<file path="src/hw/rtl/lrsg_pkg.sv">
`timescale 1ns / 1ps
`default_nettype none
// ----------------------------------------------------------------------------
// LCG string generator package
// Generator constants, the head-of-queue type and the character mapping.
// ----------------------------------------------------------------------------
package lrsg_pkg;

  localparam int unsigned SEED_W  = 32;
  localparam int unsigned STATE_W = 31;
  localparam int unsigned CHAR_W  = 7;
  localparam int unsigned POS_W   = 4;
  localparam int unsigned SEL_W   = 2;
  localparam int unsigned IDX_W   = 6;

  localparam logic [STATE_W-1:0] LCG_MUL = STATE_W'(214013);
  localparam logic [STATE_W-1:0] LCG_ADD = STATE_W'(2531011);

  // Alphabet orderings selected by the configuration register.
  localparam logic [SEL_W-1:0] ALPHA_DIG_UP_LO = 2'd0;
  localparam logic [SEL_W-1:0] ALPHA_DIG_LO_UP = 2'd1;
  localparam logic [SEL_W-1:0] ALPHA_UP_LO_DIG = 2'd2;
  localparam logic [SEL_W-1:0] ALPHA_LO_UP_DIG = 2'd3;
  localparam logic [SEL_W-1:0] ALPHA_RESET     = ALPHA_DIG_LO_UP;

  localparam logic [CHAR_W-1:0] ASCII_DIGIT = 7'h30;
  localparam logic [CHAR_W-1:0] ASCII_UPPER = 7'h41;
  localparam logic [CHAR_W-1:0] ASCII_LOWER = 7'h61;

  typedef struct packed {
    logic              valid;
    logic [SEED_W-1:0] seed;
  } seed_head_t;

  // Remainder by 62 of a 15-bit value: split off the low bit and reduce the
  // rest modulo 31 by folding 5-bit digits, since 32 is 1 modulo 31.
  function automatic logic [IDX_W-1:0] mod62(input logic [14:0] x);
    logic [13:0] h;
    logic [6:0]  s1;
    logic [5:0]  s2;
    logic [4:0]  r;
    h  = x[14:1];
    s1 = 7'(h[4:0]) + 7'(h[9:5]) + 7'(h[13:10]);
    s2 = 6'(s1[4:0]) + 6'(s1[6:5]);
    r  = (s2 >= 6'd31) ? 5'(s2 - 6'd31) : s2[4:0];
    return {r, x[0]};
  endfunction

  function automatic logic [CHAR_W-1:0] alpha_char(input logic [SEL_W-1:0] sel,
                                                   input logic [IDX_W-1:0] idx);
    logic [CHAR_W-1:0] i;
    logic [CHAR_W-1:0] c;
    i = CHAR_W'(idx);
    case (sel)
      ALPHA_DIG_UP_LO: begin
        if (i < 7'd10) c = ASCII_DIGIT + i;
        else if (i < 7'd36) c = ASCII_UPPER + i - 7'd10;
        else c = ASCII_LOWER + i - 7'd36;
      end
      ALPHA_DIG_LO_UP: begin
        if (i < 7'd10) c = ASCII_DIGIT + i;
        else if (i < 7'd36) c = ASCII_LOWER + i - 7'd10;
        else c = ASCII_UPPER + i - 7'd36;
      end
      ALPHA_UP_LO_DIG: begin
        if (i < 7'd26) c = ASCII_UPPER + i;
        else if (i < 7'd52) c = ASCII_LOWER + i - 7'd26;
        else c = ASCII_DIGIT + i - 7'd52;
      end
      default: begin
        if (i < 7'd26) c = ASCII_LOWER + i;
        else if (i < 7'd52) c = ASCII_UPPER + i - 7'd26;
        else c = ASCII_DIGIT + i - 7'd52;
      end
    endcase
    return c;
  endfunction

endpackage
`default_nettype wire

</file>
<file path="src/hw/rtl/lrsg_front.sv">
`timescale 1ns / 1ps
`default_nettype none
// ----------------------------------------------------------------------------
// LCG string generator seed queue
// Accepts seed requests into a two-entry queue that feeds the generator.
// ----------------------------------------------------------------------------
module lrsg_front (
  input  wire logic                       clk,
  input  wire logic                       rst,
  input  wire logic                       seed_valid,
  output logic                            seed_ready,
  input  wire logic [lrsg_pkg::SEED_W-1:0] seed,
  output lrsg_pkg::seed_head_t            head,
  input  wire logic                       pop
);

  logic [lrsg_pkg::SEED_W-1:0] slots [2];
  logic                        wr_ptr;
  logic                        rd_ptr;
  logic [1:0]                  fill;
  logic                        push;
  logic                        take;

  assign seed_ready = (fill != 2'd2);
  assign push       = seed_valid && seed_ready;
  assign take       = pop && (fill != 2'd0);

  assign head.valid = (fill != 2'd0);
  assign head.seed  = slots[rd_ptr];

  always_ff @(posedge clk) begin
    if (push) begin
      slots[wr_ptr] <= seed;
    end
  end

  always_ff @(posedge clk) begin
    if (rst) begin
      wr_ptr <= 1'b0;
      rd_ptr <= 1'b0;
      fill   <= 2'd0;
    end else begin
      if (push) wr_ptr <= ~wr_ptr;
      if (take) rd_ptr <= ~rd_ptr;
      if (push && !take) fill <= fill + 2'd1;
      else if (take && !push) fill <= fill - 2'd1;
    end
  end

endmodule
`default_nettype wire

</file>
<file path="src/hw/rtl/lrsg_back.sv">
`timescale 1ns / 1ps
`default_nettype none
// ----------------------------------------------------------------------------
// LCG string generator core
// Steps the generator once per character and holds each character in an
// output register until it is taken.
// ----------------------------------------------------------------------------
module lrsg_back #(
  parameter int unsigned STRING_LENGTH = 16
) (
  input  wire logic                        clk,
  input  wire logic                        rst,
  input  wire lrsg_pkg::seed_head_t        head,
  output logic                             pop,
  input  wire logic [lrsg_pkg::SEL_W-1:0]  alphabet_select,
  output logic                             out_valid,
  input  wire logic                        out_ready,
  output logic [lrsg_pkg::CHAR_W-1:0]      character,
  output logic [lrsg_pkg::POS_W-1:0]       position,
  output logic                             last
);

  localparam int unsigned CNT_W = (STRING_LENGTH > 1) ? $clog2(STRING_LENGTH) : 1;
  localparam logic [CNT_W-1:0] LAST_IDX = CNT_W'(STRING_LENGTH - 1);

  logic                                busy;
  logic [CNT_W-1:0]                    count;
  logic [lrsg_pkg::STATE_W-1:0]        state;
  logic [lrsg_pkg::STATE_W-1:0]        src;
  logic [lrsg_pkg::STATE_W-1:0]        state_next;
  logic [lrsg_pkg::IDX_W-1:0]          pick;
  logic [CNT_W+lrsg_pkg::POS_W-1:0]    count_ext;
  logic                                advance;
  logic                                at_last;

  // A new seed enters the multiplier directly, so its first character is
  // produced in the same cycle the seed leaves the queue.
  assign src        = busy ? state : head.seed[lrsg_pkg::STATE_W-1:0];
  assign state_next = src * lrsg_pkg::LCG_MUL + lrsg_pkg::LCG_ADD;
  assign pick       = lrsg_pkg::mod62(state_next[30:16]);
  assign count_ext  = {{lrsg_pkg::POS_W{1'b0}}, count};
  assign at_last    = (count == LAST_IDX);
  assign advance    = (busy || head.valid) && (!out_valid || out_ready);
  assign pop        = advance && !busy;

  always_ff @(posedge clk) begin
    if (advance) begin
      state     <= state_next;
      character <= lrsg_pkg::alpha_char(alphabet_select, pick);
      position  <= count_ext[lrsg_pkg::POS_W-1:0];
      last      <= at_last;
    end
  end

  always_ff @(posedge clk) begin
    if (rst) begin
      busy      <= 1'b0;
      count     <= '0;
      out_valid <= 1'b0;
    end else begin
      if (advance) begin
        out_valid <= 1'b1;
        busy      <= !at_last;
        count     <= at_last ? '0 : count + 1'b1;
      end else if (out_ready) begin
        out_valid <= 1'b0;
      end
    end
  end

endmodule
`default_nettype wire

</file>
<file path="src/hw/rtl/lcg_random_string_generator_unit.sv">
`timescale 1ns / 1ps
`default_nettype none
// ----------------------------------------------------------------------------
// LCG random string generator
// Turns each seed into a string of alphanumeric characters.
// ----------------------------------------------------------------------------
// Channel   Direction  Handshake              Payload
// seed      in         seed_valid/seed_ready  seed[31:0]
// out       out        out_valid/out_ready    character[6:0], position[3:0], last
// cfg       in         cfg_wr_en              cfg_wr_data[1:0] (alphabet select)
//
// Each seed yields STRING_LENGTH characters (16 by default), one per cycle
// while the output is not stalled. Seeds follow each other without a gap. A
// two-entry seed queue keeps the input accepting while a string is being
// generated, and the output register holds a character through any stall.
// Synchronous reset clears all control state and sets the alphabet select to 1.
// ----------------------------------------------------------------------------
module lcg_random_string_generator_unit #(
  parameter int unsigned STRING_LENGTH = 16
) (
  input  wire logic                        clk,
  input  wire logic                        rst,
  input  wire logic                        seed_valid,
  output logic                             seed_ready,
  input  wire logic [lrsg_pkg::SEED_W-1:0] seed,
  output logic                             out_valid,
  input  wire logic                        out_ready,
  output logic [lrsg_pkg::CHAR_W-1:0]      character,
  output logic [lrsg_pkg::POS_W-1:0]       position,
  output logic                             last,
  input  wire logic                        cfg_wr_en,
  input  wire logic [lrsg_pkg::SEL_W-1:0]  cfg_wr_data
);

  logic [lrsg_pkg::SEL_W-1:0] alphabet_select;
  lrsg_pkg::seed_head_t       head;
  logic                       pop;

  always_ff @(posedge clk) begin
    if (rst) begin
      alphabet_select <= lrsg_pkg::ALPHA_RESET;
    end else if (cfg_wr_en) begin
      alphabet_select <= cfg_wr_data;
    end
  end

  lrsg_front u_front (
    .clk        (clk),
    .rst        (rst),
    .seed_valid (seed_valid),
    .seed_ready (seed_ready),
    .seed       (seed),
    .head       (head),
    .pop        (pop)
  );

  lrsg_back #(
    .STRING_LENGTH (STRING_LENGTH)
  ) u_back (
    .clk             (clk),
    .rst             (rst),
    .head            (head),
    .pop             (pop),
    .alphabet_select (alphabet_select),
    .out_valid       (out_valid),
    .out_ready       (out_ready),
    .character       (character),
    .position        (position),
    .last            (last)
  );

endmodule
`default_nettype wire
</file>
<file path="config.mk">
export PLATFORM = sky130hd
export DESIGN_NAME = lcg_random_string_generator_unit
export DESIGN_NICKNAME = d
export VERILOG_FILES = /design/src/hw/rtl/lrsg_pkg.sv /design/src/hw/rtl/lrsg_front.sv /design/src/hw/rtl/lrsg_back.sv /design/src/hw/rtl/lcg_random_string_generator_unit.sv
export SDC_FILE = /design/constraint.sdc
export NUM_CORES = 1
export LEC_CHECK = 0
export ABC_AREA = 1
export BUFFER_PORTS_ARGS = -buffer_cell sky130_fd_sc_hd__buf_4
export CAP_MARGIN = 10
export CORE_ASPECT_RATIO = 0.9
export CORE_UTILIZATION = 60
export DETAILED_ROUTE_END_ITERATION = 16
export PLACE_DENSITY = 0.78
export RECOVER_POWER = 100
export SYNTH_ARGS = -nofsm -noshare
export SYNTH_HDL_FRONTEND = slang
export SYNTH_SLANG_ARGS = --single-unit
</file>
<file path="constraint.sdc">
create_clock -name clk -period 12.92 [get_ports clk]
set_clock_uncertainty 0.15 [all_clocks]
set_input_delay 1.292 -clock clk [delete_from_list [all_inputs] [get_ports clk]]
set_output_delay 1.292 -clock clk [all_outputs]
set_load 0.03 [all_outputs]
</file>
After elaboration in Yosys (flattened, before gate mapping)
Memory sizes are Yosys's and may differ from the RTL's. A register that Yosys moved wholly into a read port is not among the register bits.
Index checks and enable logic that the tools add are counted.
- bits in registers: 55
- memory bits (writable): 64
- output and inout bits: 14
- memories kept: 1
- add/subtract/negate cells: 18
- multipliers: 1
- $lt $le $gt $ge: 5
- equal/unequal tests: 4
- muxes and demuxes: 20
- bitwise logic cells: 2
- reduce and logical (&&, ||, !) cells: 17
- memories (memory ; depth ; width ; rd ports ; clocked after Yosys merged registers in ; write ports ; line ; source):
    u_front.slots ; 2 ; 32 ; 1 ; 1 ; 1 ; lrsg_front.sv:17 ; logic [lrsg_pkg::SEED_W-1:0] slots [2];
- operator list (cell ; count):
    2-to-1 mux 7 bit ; 8
    adder 31 x 22 -> 31 bit, second input constant ; 1
    multiplier 31 x 18 -> 31 bit, second input constant ; 1
    2-to-1 mux 31 bit ; 1
    one-hot mux 7 bit (3 select lines) ; 1
    subtractor 7 x 6 -> 7 bit, second input constant ; 3
    adder 7 x 6 -> 7 bit, first input constant ; 2
    subtractor 7 x 4 -> 7 bit, second input constant ; 2
    subtractor 7 x 5 -> 7 bit, second input constant ; 2
    < comparator 6 bit, second input constant ; 2
    adder 6 x 6 -> 7 bit, first input constant ; 1
    adder 7 x 4 -> 7 bit ; 1
    adder 5 x 2 -> 6 bit ; 1
    adder 5 x 5 -> 6 bit ; 1
    >= comparator 6 x 5 -> 1 bit, second input constant ; 1
    logical AND 1 bit ; 6
    < comparator 6 x 4 -> 1 bit, second input constant ; 1
    < comparator 6 x 5 -> 1 bit, second input constant ; 1
    2-to-1 mux 1 bit ; 6
    nonzero test 2 bit ; 3
    logical NOT 1 bit ; 5
    2-to-1 mux 5 bit ; 1
    subtractor 5 bit, second input constant ; 1
    adder 4 x 1 -> 4 bit, second input constant ; 1
    other kinds (11) ; 14

Logic depth before layout (Yosys ltp)
Gate-level depths: netlist of the first run.
- word-level depth: 13
- mapped depth: 71
- mapped depth without buffers: 66

Modules after synthesis
From an unflattened synthesis of the first run, not the netlist that was laid out.
- cell total of the unflattened synthesis: 1418
- area total of the unflattened synthesis: 14005.9 um2
- by module, submodules not included (module ; instances ; cells an instance ; area each (um2) ; sequential area each (um2)):
    lrsg_back ; 1 ; 1269 ; 11222.0 ; 1411.4
    lrsg_front ; 1 ; 137 ; 2705.1 ; 2021.9
    lcg_random_string_generator_unit ; 1 ; 12 ; 78.8 ; 40.0

Least setup slack after synthesis of the first run
OpenSTA, ideal clock, no wires.
- kind: reg2reg
- start: register u_back.busy
- end: register u_back.character[5] (netlist name) (data pin)
- data arrival time: 11.086 ns
- data required time: 12.511 ns
- path slack: 1.425 ns
- stages on the path, launching flop included: 63
- path buffers: 4
- period minus slack after synthesis: 11.495 ns
- path through: dfxtp_1 > clkbuf_1 > inv_1 > buf_2 > clkbuf_1 > o21ai_0 > inv_1 > fa_1 > clkbuf_1 > xnor2_1 > ha_1 > inv_1 > fa_1 > inv_1 > ha_1 > inv_1 > fa_1 > fa_1 > [27 not listed] > nand3_1 > o21ai_2 > nand2_1 > nand2_1 > inv_1 > ha_1 > nand3_2 > nand2_2 > ha_1 > nand3b_1 > nand2_1 > nand2_1 > nand3_1 > nand3_1 > nand2_1 > nand2_1 > inv_1 > nand3_1
- cells in the longest elaborated chain, start to end: 13
- elaborated cells between the ends (all ways): 32
- those cells by class: add/sub (15); mul (1); order compare (5); mux (11)
- RTL lines (item ; line ; source):
    start, declared ; lrsg_back.sv:26 ; logic busy;
    start signal, assigned ; lrsg_back.sv:63 ; busy <= !at_last;
    2-to-1 mux 31 bit * ; lrsg_back.sv:38 ; assign src = busy ? state : head.seed[lrsg_pkg::STATE_W-1:0];
    multiplier 31 x 18 -> 31 bit * ; lrsg_back.sv:39 ; assign state_next = src * lrsg_pkg::LCG_MUL + lrsg_pkg::LCG_ADD;
    adder 31 x 22 -> 31 bit * ; lrsg_back.sv:39 ;
    named net u_back.state_next, one bit ; lrsg_back.sv:30 ; logic [lrsg_pkg::STATE_W-1:0] state_next;
    adder 5 x 5 -> 6 bit * ; lrsg_pkg.sv:43 ; s1 = 7'(h[4:0]) + 7'(h[9:5]) + 7'(h[13:10]);
    adder 7 x 4 -> 7 bit * ; lrsg_pkg.sv:43 ;
    adder 5 x 2 -> 6 bit * ; lrsg_pkg.sv:44 ; s2 = 6'(s1[4:0]) + 6'(s1[6:5]);
    subtractor 5 bit / >= comparator 6 x 5 -> 1 bit (equally long branches) ; lrsg_pkg.sv:45 ; r = (s2 >= 6'd31) ? 5'(s2 - 6'd31) : s2[4:0];
    2-to-1 mux 5 bit * ; lrsg_pkg.sv:45 ;
    adder 7 x 6 -> 7 bit (tied with other cells) ; n/a ;
    subtractor 7 x 5 -> 7 bit (tied with other cells) ; lrsg_pkg.sv:72 ; else if (i < 7'd52) c = ASCII_UPPER + i - 7'd26;
    2-to-1 mux 7 bit (on tied branches) (2 in a row) ; n/a ;
    one-hot mux 7 bit (3 select lines) * ; lrsg_pkg.sv:54 ; case (sel)
    end signal, assigned ; lrsg_back.sv:49 ; character <= lrsg_pkg::alpha_char(alphabet_select, pick);
    end, declared ; lrsg_back.sv:18 ; output logic [lrsg_pkg::CHAR_W-1:0] character,
Mark *: on every way through the listed nets, which the timed path passes. The rest lies on a longest branch.
A chain may end at the register's enable or synchronous reset.

==> run_results.csv, run 1 <==
group,metric,value,unit
final_layout,nFillCells,1613,
min_path,worstHoldPathType,"reg -> reg",
critical_path,cp_slowest_cell,"fa_1",
synth,yosys_warnings,0,
floorplanning,die_y,144,um
critical_path,critPathMaxFanout,20,
grt,grt_use_total,28.3,%
critical_path,path_class,"reg -> reg",
critical_path,worstPathArrival,12.19,ns
grt,grt_pass1_vias,9843,
sta,rsz0062_at_grt,"false",
cts,hold_buffers,0,
detailed_routing,wl_per_cell,16.9,um
synth,synth_top_area_share,26.2,%
final_layout,multi_input_area,0.00859,mm2
job,max-cap-violations,2,
detailed_routing,drt-vias-per-instance,5.36,
detailed_routing,wl_met3,2330,um
floorplanning,core_area,0.0218,mm2
synth,ys_seq_area_share,25.5,%
critical_path,startpoint_type,"flip-flop",
detailed_routing,ant_nets,0,
cts,htreeDepth,4,
critical_path,max_stage_delay,0.56,ns
detailed_routing,drt-met1-wl,13500,um
synth,yosys-top-cells-area,"fa_1 (26%), edfxtp_1 (24%), ha_1 (15%), inv_1 (9.6%), nand2_1 (3.8%)",
sta,final-max-slew-violation-count,81,
cts,cts-root-buf,"clkbuf_16",
final_layout,drive_above_1_share,11.0,%
floorplanning,die_w,159,um
detailed_routing,drc,0,
floorplanning,num_rows,51,
final_layout,finalNetCount,1830,
sta,fin_crit_sh,94.3,%
placement,numPortBuffers,51,
sta,setup_viol,0,
floorplanning,initial_utilization,61.4,%
sta,period_needed,12.18,ns
detailed_routing,drt_iter0_drc,673,
grt,grt_start_max_net_pins,49,
run_status,outcome,"finished, violations left",
synth,synth_top_cell_by_area,"fa_1",
cts,numCtsBuffers,17,
floorplanning,io_pins,53,
final_layout,antenna_cells,0,
placement,gp_congestion,0.927,
synth,synth_nets,1741,
grt,grt_overflow,0,
final_layout,syn_to_final_growth,10.8,%
synth,synth-seq-cells,118,
detailed_routing,dr_wl_met2,13300,um
synth,synth_edf_count,105,
cts,cts_tree,"built",
sta,max-slew-margin-rel,-84.8,%
critical_path,cp_data_required_time,12.92,ns
critical_path,end_kind,"flip-flop",
grt,grt_pass1_wl,49700,um
detailed_routing,wirelength,29700,um
sta,finalHoldViolations,0,
detailed_routing,top_layer,"met4",
placement,place_hpwl,23900,um
synth,synth_area,0.0134,mm2
run_status,violations,"max-capacitance violations, max-slew violations",
sta,worst_pin_slew,2.77,ns
cts,clkLatencyLatePin,0.41,ns
critical_path,cpMostUsedCell,"nand2_1",
detailed_routing,vias,9426,
synth,syn_area_per_cell,9.78,um2
synth,synth_cells,1367,
grt,antenna_found_initial,0,
synth,synth_ff_type,"edfxtp_1",
synth,async_reset_ff_share,0,%
sta,setup_tns,0,ns
sta,fmax,82.1,MHz
final_layout,seq_area,0.00342,mm2
synth,synth_cell_types,48,
detailed_routing,first_pass_iters,5,
cts,clockBufferDepth,2,
cts,clkTransAtPathRegs,0.06,ns
floorplanning,die_area,0.0229,mm2
cts,clock_sinks,118,
## state kept, by name, summed over array words and instances (netlist names), named ones only
signal,cells
u_front.slots,62
u_back.state,31
u_back.character,7
u_back.count,4
u_back.position,4
alphabet_select,2
u_front.fill,2
u_back.busy,1
u_back.last,1
u_back.out_valid,1
u_front.rd_ptr,1
u_front.wr_ptr,1
## per-layer routing
layer,GRT usage (%),vias to the layer above
li1,-,4514
met1,40.3,4536
met2,44.7,329
met3,5.43,47
met4,7.34,0
met5,0,-
## layout by cell type (no fill, tap or decap), types with 5 or more instances in the layout
cell type,count
o21ai_0,46
inv_2,7
nor2_2,5
edfxtp_1,105
inv_6,6
xnor2_1,32
buf_4,31
clkbuf_4,24
or2_2,18
nand2_2,17
o21bai_1,7
clkbuf_16,17
clkbuf_1,28
nand2_1,137
fa_1,174
xor2_1,35
a21oi_1,70
o211ai_1,20
nand3_1,41
nor2_1,54
ha_1,160
nor3_1,7
a21o_1,6
dfxtp_1,12
inv_1,339
o21ai_1,9
clkinvlp_4,5
nand3_2,7
## stage by stage
step	worst slack (ns)	cells	hold WS, ns	util [%]	cell area [um2]
final	0.736	1760	0.331	68.1	14800
after global routing	0.0375	1760	0.347	68.1	14800
after floorplan	1.42	1367	0.297	-	13400
after CTS	0.505	1754	0.330	68.3	14900
after detailed placement	0.587	1722	0.320	65.6	14300
after global placement	0.704	1722	0.308	65.6	14300
## cell usage after synthesis, drive strengths merged, types with 7 or more instances
library cell  instances
a21oi                74
clkbuf                9
dfxtp                13
edfxtp              105
fa                  175
ha                  160
inv                 349
nand2               156
nand3                50
nor2                 60
nor3                  7
o211ai               20
o21ai                59
o21bai                7
or2                  19
xnor2                32
xor2                 35
## layout make-up
class / instances / share of cell area [%]
Clock buffer: 17 / 2.87
Clock inverter: 15 / 1.07
Inverter: 350 / 8.94
Multi-Input combinational cell: 884 / 58.0
Sequential cell: 118 / 23.1
Tap cell: 291 / 2.46
Timing Repair Buffer: 85 / 3.56
## kinds of logic after synthesis
group                    count (synthesis)  synth area share (%)
XOR/XNOR                                67                  4.39
flip-flops                             118                  25.5
AO/OA/AOI/OAI                          183                  8.13
buffers and inverters                  365                  10.3
adder cells (fa/ha/maj)                335                  41.2
AND/OR/NAND/NOR                        299                  10.5
## worst paths after layout
| check | start | endpoint | slack (ns) | depth (start not counted) |
|---|---|---|---|---|
| hold / removal | u_front.rd_ptr | flip-flop | 0.33 | 2 |
| hold reg to reg | u_front.rd_ptr | flip-flop | 0.33 | 2 |
| setup / recovery | flip-flop | u_back.character[5] | 0.74 | 59 |
| setup reg to reg | flip-flop | u_back.character[5] | 0.74 | 59 |
## what timing repair did
item / in CTS / in global routing
setup buffers: 0 / 6
setup endpoints to repair: 0 / 6
resized for setup: 0 / 6
## worst max-delay path: cells and delay by family (launching register included)
kind            cells  cell delay, ns
fa+ha+maj          15            5.78
simple gates       24            2.72
compound gates      6            1.20
buf+inv            11            1.11
xor+xnor            3            0.54
flops               1            0.42
Power of run 1 is left out: the tool's default activity adds up to more than one toggle a clock period on the data nets, which glitch-free logic cannot reach.
==> run 2, diff against run 1 <==
CTS_BUF_LIST = sky130_fd_sc_hd__clkbuf_4 sky130_fd_sc_hd__clkbuf_8   (was default)
==> run 2 against run 1 <==
Compared with the run above:
- the run now ends clean
- sequential share of layout area rose by 0.19 points
- via count down 0.54%
- setup slack worse by 0.014 ns
- critical path type unchanged
==> run_results.csv, run 2 (same netlist as run 1, synthesis figures left out) <==
group,metric,value,unit
critical_path,max_stage_delay,0.56,ns
sta,max-slew-margin-rel,23.1,%
final_layout,reg_top3,"u_front.slots (62), u_back.state (31), u_back.character (7)",
final_layout,finalNetCount,1829,
detailed_routing,ant_nets,0,
detailed_routing,wl_per_cell,16.5,um
sta,fin_crit_sh,94.4,%
floorplanning,die_y,144,um
final_layout,seq_area,0.00342,mm2
grt,grt_overflow,0,
floorplanning,die_w,159,um
final_layout,largest_register_ffs,62,
placement,place_hpwl,23900,um
critical_path,startpoint_type,"flip-flop",
grt,use_met1,39.6,%
cts,clkLatencyLatePin,0.44,ns
detailed_routing,drt-vias-per-instance,5.33,
cts,clkTransAtPathRegs,0.08,ns
final_layout,drive_above_1_share,12.3,%
job,max-cap-violations,0,
final_layout,largest-register,"u_front.slots",
critical_path,reg2reg_to,"u_back.character[5]",
sta,worst_pin_slew,1.15,ns
critical_path,cp_slowest_cell,"fa_1",
critical_path,cp_data_required_time,12.95,ns
sta,final-max-slew-violation-count,0,
grt,use_met3,6.06,%
critical_path,path_class,"reg -> reg",
critical_path,crit_path_end,"u_back.character[5]",
placement,gp_congestion,0.927,
floorplanning,die_area,0.0229,mm2
detailed_routing,wirelength,29000,um
placement,dp_cells,1722,
sta,finalHoldViolations,0,
floorplanning,initial_utilization,61.4,%
cts,htreeDepth,4,
final_layout,final_cells,1759,
final_layout,nFillCells,1648,
final_layout,multi_input_area,0.00859,mm2
sta,holdWs,0.342,ns
grt,antenna_found_initial,0,
cts,clockBufferDepth,2,
min_path,worstHoldPathType,"reg -> reg",
detailed_routing,drt_iter0_drc,648,
critical_path,worstPathArrival,12.22,ns
detailed_routing,vias,9375,
grt,grt_use_total,27.9,%
sta,fmax,82.0,MHz
final_layout,antenna_cells,0,
run_status,outcome,"complete, no violations",
critical_path,reg2reg_slack,0.72,ns
cts,clock_sinks,118,
grt,grt_pass1_vias,9782,
grt,globalRouteMet2Util,43.7,%
critical_path,end_kind,"flip-flop",
floorplanning,num_rows,51,
grt,grt_pass1_wl,49100,um
placement,numPortBuffers,51,
floorplanning,io_pins,53,
final_layout,syn_to_final_growth,9.86,%
sta,period_needed,12.20,ns
cts,cts-root-buf,"clkbuf_8",
critical_path,cpMostUsedCell,"nand2_1",
critical_path,critPathMaxFanout,16,
cts,cts_tree,"built",
detailed_routing,first_pass_iters,5,
cts,numCtsBuffers,17,
final_layout,final_cell_mix,"inv_1 (339), fa_1 (174), ha_1 (160), nand2_1 (137), edfxtp_1 (105)",
final_layout,layout_commonest_cell,"inv_1",
critical_path,reg2regPathDepth,57,
sta,setup_viol,0,
grt,grt_start_max_net_pins,49,
detailed_routing,drc,0,
grt,grt-busiest-layer,"met2",
floorplanning,core_area,0.0218,mm2
[run 2: cell types whose count changed in the layout (fill, tap and decap cells not counted), moves of 17 or more]
cell       change
buf_4         +20
clkbuf_1      -19
clkbuf_16     -17
clkbuf_8      +17
[run 2: metal layers]
metal | share of wire (%) | up-vias
met1 | 46 | 4529
li1 | - | 4504
met2 | 44 | 306
met4 | 1.4 | 0
met5 | 0 | -
met3 | 8.3 | 36
[run 2: final cells by class]
cell class | instances | share of cell area, %
Clock inverter | 15 | 1.08
Timing Repair Buffer | 84 | 4.04
Tap cell | 291 | 2.48
Clock buffer | 17 | 1.59
Inverter | 350 | 9.01
Multi-Input combinational cell | 884 | 58.5
Sequential cell | 118 | 23.3
[run 2: metrics by stage]
stage	setup TNS (ns)	setup slack, ns	utilization, %	area [um2]
after CTS	0	0.486	67.4	14700
after global routing	-0.0132	-0.0132	67.5	14700
after global placement	0	0.704	65.6	14300
after floorplan	0	1.42	-	13400
final	0	0.722	67.5	14700
after detailed placement	0	0.587	65.6	14300
[run 2: worst min-delay path by stage]
stage	cells past startpoint	start	end	slack [ns]
final	0	u_back.count[3]	u_back.position[3]	0.34
after global routing	2	u_front.rd_ptr	flip-flop	0.36
after CTS	0	u_back.count[3]	u_back.position[3]	0.34
after detailed placement	2	u_front.rd_ptr	u_front.rd_ptr	0.32
after global placement	2	u_front.rd_ptr	u_front.rd_ptr	0.31
after floorplan	2	u_front.rd_ptr	flip-flop	0.30
[run 2: timing repair]
item                                    4_1_cts  5_1_grt
endpoints found under the setup margin        0        6
resized for setup                             0        6
setup buffers                                 0        5
hold buffers                                  0        0
[run 2: critical path, delay by kind of cell (launching register included)]
| family | cells | cell delay (ns) |
|---|---|---|
| flip-flops | 1 | 0.43 |
| AND/OR/NAND/NOR | 19 | 2.09 |
| adder cells (fa/ha/maj) | 14 | 5.67 |
| buffers and inverters | 11 | 1.20 |
| AO/OA/AOI/OAI | 10 | 1.84 |
| XOR/XNOR | 3 | 0.58 |
Power of run 2 is left out for the same reason.
